### config.mk
export PLATFORM = sky130hd
export DESIGN_NAME = length_prefixed_utf8_string_decoder_top
export DESIGN_NICKNAME = d
export VERILOG_FILES = /design/src/rtl/core/lpsd_pkg.sv /design/src/rtl/core/length_prefixed_utf8_string_decoder_top.sv
export SDC_FILE = /design/constraint.sdc
export NUM_CORES = 1
export LEC_CHECK = 0
export BUFFER_PORTS_ARGS = -buffer_cell sky130_fd_sc_hd__buf_2
export CAP_MARGIN = 20
export CORE_MARGIN = 5
export CORE_UTILIZATION = 47
export CTS_CLUSTER_SIZE = 12
export DETAILED_ROUTE_END_ITERATION = 16
export SLEW_MARGIN = 20
export SYNTH_ARGS = -nofsm -noshare
export SYNTH_HDL_FRONTEND = slang
export SYNTH_SLANG_ARGS = --single-unit
### constraint.sdc
create_clock -name aclk -period 3.95 [get_ports aclk]
set_input_delay 0.5925 -clock aclk [delete_from_list [all_inputs] [get_ports aclk]]
set_output_delay 0.5925 -clock aclk [all_outputs]
set_load 0.02 [all_outputs]
### src/rtl/core/lpsd_pkg.sv
// ----------------------------------------------------------------------------
// lpsd_pkg
// Shared types and constants for the length-prefixed string decoder.
// ----------------------------------------------------------------------------
`default_nettype none

package lpsd_pkg;

    localparam int COUNT_BITS_DEF = 32;

    // varint groups: 7 payload bits each, groups at index 5 and up add nothing
    localparam int GRP_BITS   = 3;
    localparam int GRP_SAT    = 5;
    localparam int TERM_BITS  = 35;

    typedef enum logic [2:0] {
        PH_LEN  = 3'b001,
        PH_LEAD = 3'b010,
        PH_CONT = 3'b100
    } phase_t;

endpackage

`default_nettype wire

### src/rtl/core/length_prefixed_utf8_string_decoder_top.sv
// ----------------------------------------------------------------------------
// length_prefixed_utf8_string_decoder_top
// Decodes a byte stream of varint-prefixed modified UTF-8 strings into
// 16-bit characters, flagging the last character and empty strings.
// ----------------------------------------------------------------------------
//  channel  dir  ports                                   transaction
//  s_       in   s_valid s_ready s_byte_in               one raw byte
//  m_       out  m_valid m_ready m_code_unit m_last      zero or one char
//                m_empty_res
//
//  One byte per cycle while s_ready is high; the decode state and, when a
//  character finishes, the output register both load on the accepting
//  edge, so the character is offered on m_ from the next cycle on.
//  s_ready is high while the output register is empty or being drained.
//  aresetn is synchronous, active low; it clears the decode state and
//  m_valid. A stalled m_ready holds the result and stalls s_ready.
// ----------------------------------------------------------------------------
`default_nettype none

module length_prefixed_utf8_string_decoder_top
    import lpsd_pkg::*;
#(
    parameter int COUNT_BITS = COUNT_BITS_DEF
) (
    input  wire logic        aclk,
    input  wire logic        aresetn,
    input  wire logic        s_valid,
    output logic             s_ready,
    input  wire logic [7:0]  s_byte_in,
    output logic             m_valid,
    input  wire logic        m_ready,
    output logic [15:0]      m_code_unit,
    output logic             m_last,
    output logic             m_empty_res
);

    phase_t                  phase_reg, phase_next;
    logic [COUNT_BITS-1:0]   count_reg, count_next;
    logic [GRP_BITS-1:0]     grp_reg, grp_next;
    logic [COUNT_BITS-1:0]   left_reg, left_next;
    logic [15:0]             part_reg, part_next;
    logic [1:0]              pend_reg, pend_next;

    logic                    m_valid_reg, m_valid_next;
    logic [15:0]             code_reg, code_next;
    logic                    last_reg, last_next;
    logic                    empty_reg, empty_next;

    logic                    accept;
    logic                    emit;
    logic [COUNT_BITS-1:0]   term;
    logic [COUNT_BITS-1:0]   count_sum;
    logic [COUNT_BITS-1:0]   left_dec;
    logic [15:0]             cont_char;

    assign s_ready     = ~m_valid_reg | m_ready;
    assign accept      = s_valid & s_ready;
    assign m_valid     = m_valid_reg;
    assign m_code_unit = code_reg;
    assign m_last      = last_reg;
    assign m_empty_res = empty_reg;

    always_comb begin
        case (grp_reg)
            3'd0:    term = COUNT_BITS'(TERM_BITS'(s_byte_in[6:0]));
            3'd1:    term = COUNT_BITS'(TERM_BITS'(s_byte_in[6:0]) << 7);
            3'd2:    term = COUNT_BITS'(TERM_BITS'(s_byte_in[6:0]) << 14);
            3'd3:    term = COUNT_BITS'(TERM_BITS'(s_byte_in[6:0]) << 21);
            3'd4:    term = COUNT_BITS'(TERM_BITS'(s_byte_in[6:0]) << 28);
            default: term = '0;
        endcase
    end

    assign count_sum = count_reg | term;
    assign left_dec  = left_reg - COUNT_BITS'(1);
    assign cont_char = (pend_reg == 2'd2) ? (part_reg | {4'd0, s_byte_in[5:0], 6'd0})
                                          : (part_reg | {10'd0, s_byte_in[5:0]});

    always_comb begin
        phase_next = phase_reg;
        count_next = count_reg;
        grp_next   = grp_reg;
        left_next  = left_reg;
        part_next  = part_reg;
        pend_next  = pend_reg;
        emit       = 1'b0;
        code_next  = code_reg;
        last_next  = last_reg;
        empty_next = empty_reg;

        if (accept) begin
            case (phase_reg)
                PH_LEAD: begin
                    if (!s_byte_in[7]) begin
                        emit       = 1'b1;
                        code_next  = {9'd0, s_byte_in[6:0]};
                        last_next  = (left_dec == '0);
                        empty_next = 1'b0;
                        left_next  = left_dec;
                        phase_next = (left_dec == '0) ? PH_LEN : PH_LEAD;
                        part_next  = '0;
                        pend_next  = '0;
                    end else if (s_byte_in[7:5] != 3'b111) begin
                        part_next  = {5'd0, s_byte_in[4:0], 6'd0};
                        pend_next  = 2'd1;
                        phase_next = PH_CONT;
                    end else begin
                        part_next  = {s_byte_in[3:0], 12'd0};
                        pend_next  = 2'd2;
                        phase_next = PH_CONT;
                    end
                end
                PH_CONT: begin
                    if (pend_reg == 2'd2) begin
                        part_next = cont_char;
                        pend_next = 2'd1;
                    end else begin
                        emit       = 1'b1;
                        code_next  = cont_char;
                        last_next  = (left_dec == '0);
                        empty_next = 1'b0;
                        left_next  = left_dec;
                        phase_next = (left_dec == '0) ? PH_LEN : PH_LEAD;
                        part_next  = '0;
                        pend_next  = '0;
                    end
                end
                default: begin
                    if (s_byte_in[7]) begin
                        count_next = count_sum;
                        grp_next   = (grp_reg >= GRP_BITS'(GRP_SAT)) ? GRP_BITS'(GRP_SAT)
                                                                    : grp_reg + GRP_BITS'(1);
                        phase_next = PH_LEN;
                    end else begin
                        left_next  = count_sum;
                        count_next = '0;
                        grp_next   = '0;
                        part_next  = '0;
                        pend_next  = '0;
                        if (count_sum == '0) begin
                            emit       = 1'b1;
                            code_next  = '0;
                            last_next  = 1'b1;
                            empty_next = 1'b1;
                            phase_next = PH_LEN;
                        end else begin
                            phase_next = PH_LEAD;
                        end
                    end
                end
            endcase
        end

        if (emit) begin
            m_valid_next = 1'b1;
        end else if (m_ready) begin
            m_valid_next = 1'b0;
        end else begin
            m_valid_next = m_valid_reg;
        end
    end

    always_ff @(posedge aclk) begin
        if (!aresetn) begin
            phase_reg   <= PH_LEN;
            count_reg   <= '0;
            grp_reg     <= '0;
            left_reg    <= '0;
            part_reg    <= '0;
            pend_reg    <= '0;
            m_valid_reg <= 1'b0;
        end else begin
            phase_reg   <= phase_next;
            count_reg   <= count_next;
            grp_reg     <= grp_next;
            left_reg    <= left_next;
            part_reg    <= part_next;
            pend_reg    <= pend_next;
            m_valid_reg <= m_valid_next;
        end
    end

    always_ff @(posedge aclk) begin
        code_reg  <= code_next;
        last_reg  <= last_next;
        empty_reg <= empty_next;
    end

endmodule

`default_nettype wire

# Yosys cells after proc, flatten, opt, wreduce, memory -nomap -nowiden
# Cells that the tools add are included.
[totals]
ff_bits = 107
memories = 0
mem_bits_ro = 0
ramBits = 0
latch_bits = 0
out_inout_bits = 20
input_bits = 12
elab_cells = 89
[op_classes]
add_sub_neg = 2
bitwise = 7
shift = 0
order_cmp = 1
muxes = 46
reduce_logical = 11
eq_ne = 12
div_mod_pow = 0
multipliers = 0
[op_table]
columns = ["cell", "n"]
rows = [
  ["32-bit case mux with 5 select lines", 1],
  ["16-bit two-way mux", 9],
  ["32-bit two-way mux", 4],
  ["32-bit zero test", 2],
  ["16-bit case mux with 2 select lines", 2],
  ["32-bit case mux with 2 select lines", 1],
  ["32-bit bitwise OR", 1],
  ["32-bit by 1-bit subtractor with 32-bit output (second input constant)", 1],
  ["16-bit by 12-bit bitwise OR with 16-bit output", 1],
  ["16-bit by 6-bit bitwise OR with 16-bit output", 1],
  ["1-bit two-way mux", 14],
  ["2-bit two-way mux", 6],
  ["3-bit two-way mux", 4],
  ["3-bit by 2-bit equality test with 1-bit output (second input constant)", 3],
  ["3-bit equality test (second input constant)", 2],
  ["1-bit case mux with 2 select lines", 3],
  ["3-bit case mux with 2 select lines", 1],
  ["2-bit AND reduction", 3],
  ["5-bit AND reduction", 1],
  ["2-bit inequality test (second input constant)", 2],
  ["2-bit case mux with 2 select lines", 1],
  ["4-bit AND reduction", 1],
  ["3-bit by 1-bit adder with 3-bit output (second input constant)", 1],
  ["3-bit by 1-bit equality test with 1-bit output (second input constant)", 1],
  ["12 further kinds", 13],
]

# Longest topological paths before layout
[logic_depth]
word_depth = 9
ltp_mapped = 11
ltp_nobuf = 9

# Least setup slack after synthesis
# OpenSTA, ideal clock, no wires.
[synth_timing]
kind = "reg2reg"
start = "register grp_reg[2]"
end = "register code_reg[0], in the netlist m_code_unit[0] (enable)"
slack_ps = 789
arrival_ps = 2785
setup_time_ps = 376
path_buffers = 2
required_ps = 3574
stages_incl_launch_ff = 9
synth_period_minus_slack_ps = 3161
cell_sequence = "dfxtp_1 clkbuf_1 inv_1 ha_1 clkbuf_1 or4_1 a2111oi_0 a41o_1 and2_1"
[synth_via]
elab_chain_len = 6
elab_cells_between_ends = 10
cone_classes = "4 x eq/ne; 1 x mux; 1 x bitwise; 4 x reduce/logical"
[synth_lines]
columns = ["item", "line", "source"]
rows = [
  ["start, declared", "length_prefixed_utf8_string_decoder_top.sv:39", "logic [GRP_BITS-1:0] grp_reg, grp_next;"],
  ["start signal, assigned", "length_prefixed_utf8_string_decoder_top.sv:175", "grp_reg <= grp_next;"],
  ["3-bit equality test, or another cell as far along", "length_prefixed_utf8_string_decoder_top.sv:64", "case (grp_reg)"],
  ["32-bit case mux with 5 select lines *", "length_prefixed_utf8_string_decoder_top.sv:64", ""],
  ["32-bit bitwise OR *", "length_prefixed_utf8_string_decoder_top.sv:74", "assign count_sum = count_reg | term;"],
  ["32-bit zero test *", "length_prefixed_utf8_string_decoder_top.sv:140", "if (count_sum == '0) begin"],
  ["3-bit nonzero test (no source line) *", "-", ""],
  ["5-bit AND reduction (no source line) *", "-", ""],
  ["end signal, assigned", "length_prefixed_utf8_string_decoder_top.sv:184", "code_reg <= code_next;"],
  ["end, declared", "length_prefixed_utf8_string_decoder_top.sv:45", "logic [15:0] code_reg, code_next;"],
]
# Every way passes the cells marked *; elsewhere a longest branch is shown, timed or not.
# A chain may end at the register's enable or synchronous reset.

# Worst setup path in the final report
[layout_timing]
start = "register grp_reg[2]"
end = "register empty_reg, in the netlist m_empty_res (enable)"
[layout_via]
elab_chain_len = 6
elab_cells_between_ends = 10
cone_classes = "4 x eq/ne; 1 x mux; 1 x bitwise; 4 x reduce/logical"
[layout_lines]
columns = ["item", "line", "source"]
rows = [
  ["3-bit equality test, or another cell as far along", "length_prefixed_utf8_string_decoder_top.sv:64", ""],
  ["32-bit case mux with 5 select lines *", "length_prefixed_utf8_string_decoder_top.sv:64", ""],
  ["32-bit bitwise OR *", "length_prefixed_utf8_string_decoder_top.sv:74", ""],
  ["32-bit zero test *", "length_prefixed_utf8_string_decoder_top.sv:140", ""],
  ["3-bit nonzero test (no source line) *", "-", ""],
  ["5-bit AND reduction (no source line) *", "-", ""],
  ["end signal, assigned", "length_prefixed_utf8_string_decoder_top.sv:186", "empty_reg <= empty_next;"],
  ["end, declared", "length_prefixed_utf8_string_decoder_top.sv:47", "logic empty_reg, empty_next;"],
]
# Marked as above.

==> run metrics <==
RSZ-0062 raised after global routing=false; ranking of synthesized cells by area=dfxtp_1, edfxtp_1, a21oi_1, nor2_1, nand2_1; Core Area=11470 um2; async set or reset register ratio after synthesis=0; Detailed Routing Iterations Pass 1=5; Clock Skew=0.007345 ns; WP data arrival=3.21 ns; Core Util, Final=0.5236; Antenna Nets Post-Route=0; Die H=118.4 um; Post-Route WL=15540 um; Simple-Gate Fraction of Synth Area=0.2557; Final period util=0.7994; # diodes=0; Synthesis Warnings=0; Leak=2.219 nW; Synth Cell Area=5520 um2; CTS sink count=107; MaxCap Viol Count=0; worst skew pair latency=0.36 ns; TritonCTS clock tree=done; IO Port Bufs=31; min-delay worst type=flop to flop; adder-cell share of the synthesized area=0.01587; Die ar.=14010 um2; clock tree root driver cell=clkbuf_16; Post-Synth XOR/XNOR Area=0.009519; R2R cell count=7; Final Setup Violations=0; Hold Buf Count CTS=0; Required @ worst endpoint=4.00 ns; worst-margin pin slew=0.9671 ns; layout cells sized above 1=0.1161; largest net degree at the start of global routing=54; fraction of synthesized area in multiplexers=0.005893; detailed placement HPWL=10390 um; post-cts resize count=0; final worst setup slack=0.7923 ns; Crit. End Element=flop; complex-gate fraction of the synthesized area=0.2466; die width=118.4 um; grt total ovfl=0; Nets=703; Hold Path Depth=2; Vias=5188; Tmin final=3.158 ns; Mapped Cells=687; worst vdd ir=351.2 uV; drt first-iter violations=585; sequential area share after synthesis=0.4207; Hold Slack=0.4534 ns; Final GP Congestion=0.8677; wire length per cell=18.67 um; H-tree depth=3; global-route wire length before repair=25050 um; number of global-route vias before repair=4675; Power Density=402.2 nW/um2; clock buffer count from CTS=9; worst rel slew slack=0.3540; initial antenna violation count=0; Syn Area/Cell=8.035 um2; All-Layer GR Usage=0.2192; Design Area, Final=6005 um2; non-filler cells, final=832; combinational family with the most area after synthesis=simple AND/OR/NAND/NOR gates; number of flops mapped to enable cells by yosys=18; Worst-path clk slew=0.07 ns; row count=39; outcome=finished clean; Synth area leader=dfxtp_1; Placement Setup Slack=0.8691 ns; area delta synth->final=8.772%; CTS Buffer Depth=2; drt via density=6.236; area post-placement=5724 um2; setup_tns=0 ns; Syn Nets=706; postcts setup bufs=0; fmax=0.3167 GHz; Inst Count DP=816; Yosys cell types=60; post-synth top area share=0.3228; Worst Path Max Fanout=18; CP Class=flop to flop; #FFs+latches synth=107; commonest register cell after synthesis=dfxtp_1; DRC Markers=0; Final Max Slew Viols=0; Total Power=2.415 mW; starting density of the core=0.4814; element type at the critical path start=flop; Final Hold Fails=0; Ports=32
## where the power goes
part	leakage (nW)	total [mW]	switching (mW)	internal, mW
Combinational	1.16	0.377	0.254	0.123
Sequential	0.915	1.15	0.0283	1.13
Clock	0.140	0.884	0.442	0.441
## synth_stat cells, types with 12 or more instances
library cell and count:
edfxtp_1 18, nand3_1 18, nor2_1 74, nand2_1 72, and2_1 12, o21ai_0 42
nor3_1 18, nand3b_1 15, dfxtp_1 89, a21oi_1 95, a31oi_1 15, nor4_1 14
clkbuf_1 48
## layout by cell type (no fill, tap or decap), types with 9 or more instances in the layout
| cell type | netlist | routed |
|---|---|---|
| a21oi_1 | 95 | 93 |
| clkbuf_16 | 0 | 9 |
| nor2_1 | 74 | 73 |
| nand3_1 | 18 | 18 |
| a31oi_1 | 15 | 15 |
| edfxtp_1 | 18 | 18 |
| nor4_1 | 14 | 14 |
| o211ai_1 | 9 | 9 |
| dfxtp_1 | 89 | 89 |
| nand3b_1 | 15 | 15 |
| and2_1 | 12 | 12 |
| nand2_1 | 72 | 72 |
| buf_4 | 0 | 9 |
| buf_2 | 4 | 31 |
| nor3_1 | 18 | 18 |
| a22o_1 | 10 | 10 |
| o21ai_0 | 42 | 42 |
| a22oi_1 | 11 | 11 |
## cells by family (layout without fill, tap and decap cells)
logic type / count (synthesis) / in the layout
buffers and inverters: 64 / 66
xor gates and xnor gates: 6 / 6
and+or+nand+nor: 274 / 274
muxes: 3 / 3
adders and majority gates: 7 / 7
DFF: 107 / 107
AOI/OAI and AO/OA: 226 / 226
## area by class of cell
cell class / instances / area [um2]
clock inverters: 6 / 51.30
repair buffers: 40 / 222.7
inverters: 10 / 37.54
multi-input cells: 516 / 2963
flip-flops and latches: 107 / 2322
fillers: 1085 / 5463
well taps: 143 / 178.9
clock buffers: 10 / 229.0
## per-layer routing
layer	routed length, um	GRT usage	vias up
met5	0	0	-
met4	310	0.06095	0
met3	1098	0.06113	29
li1	-	-	2491
met1	6981	0.3017	2451
met2	7146	0.3393	217
## final timing paths
path / from / endpoint / slack, ns
worst max-delay path: grp_reg[2] / m_empty_res / 0.79
worst min-delay path: count_reg[19] / count_reg[19] / 0.45
worst max register to register: grp_reg[2] / m_empty_res / 0.79
worst min register to register: count_reg[19] / count_reg[19] / 0.45
## worst max-delay path, stage by stage (launching register included)
cell	delay [ns]
dfxtp_1	0.61
inv_1	0.13
ha_1	0.35
or4_1	0.55
a2111oi_0	0.43
a41o_1	0.37
and2_1	0.16
buf_4	0.25
(Power assumes the default switching activity.)
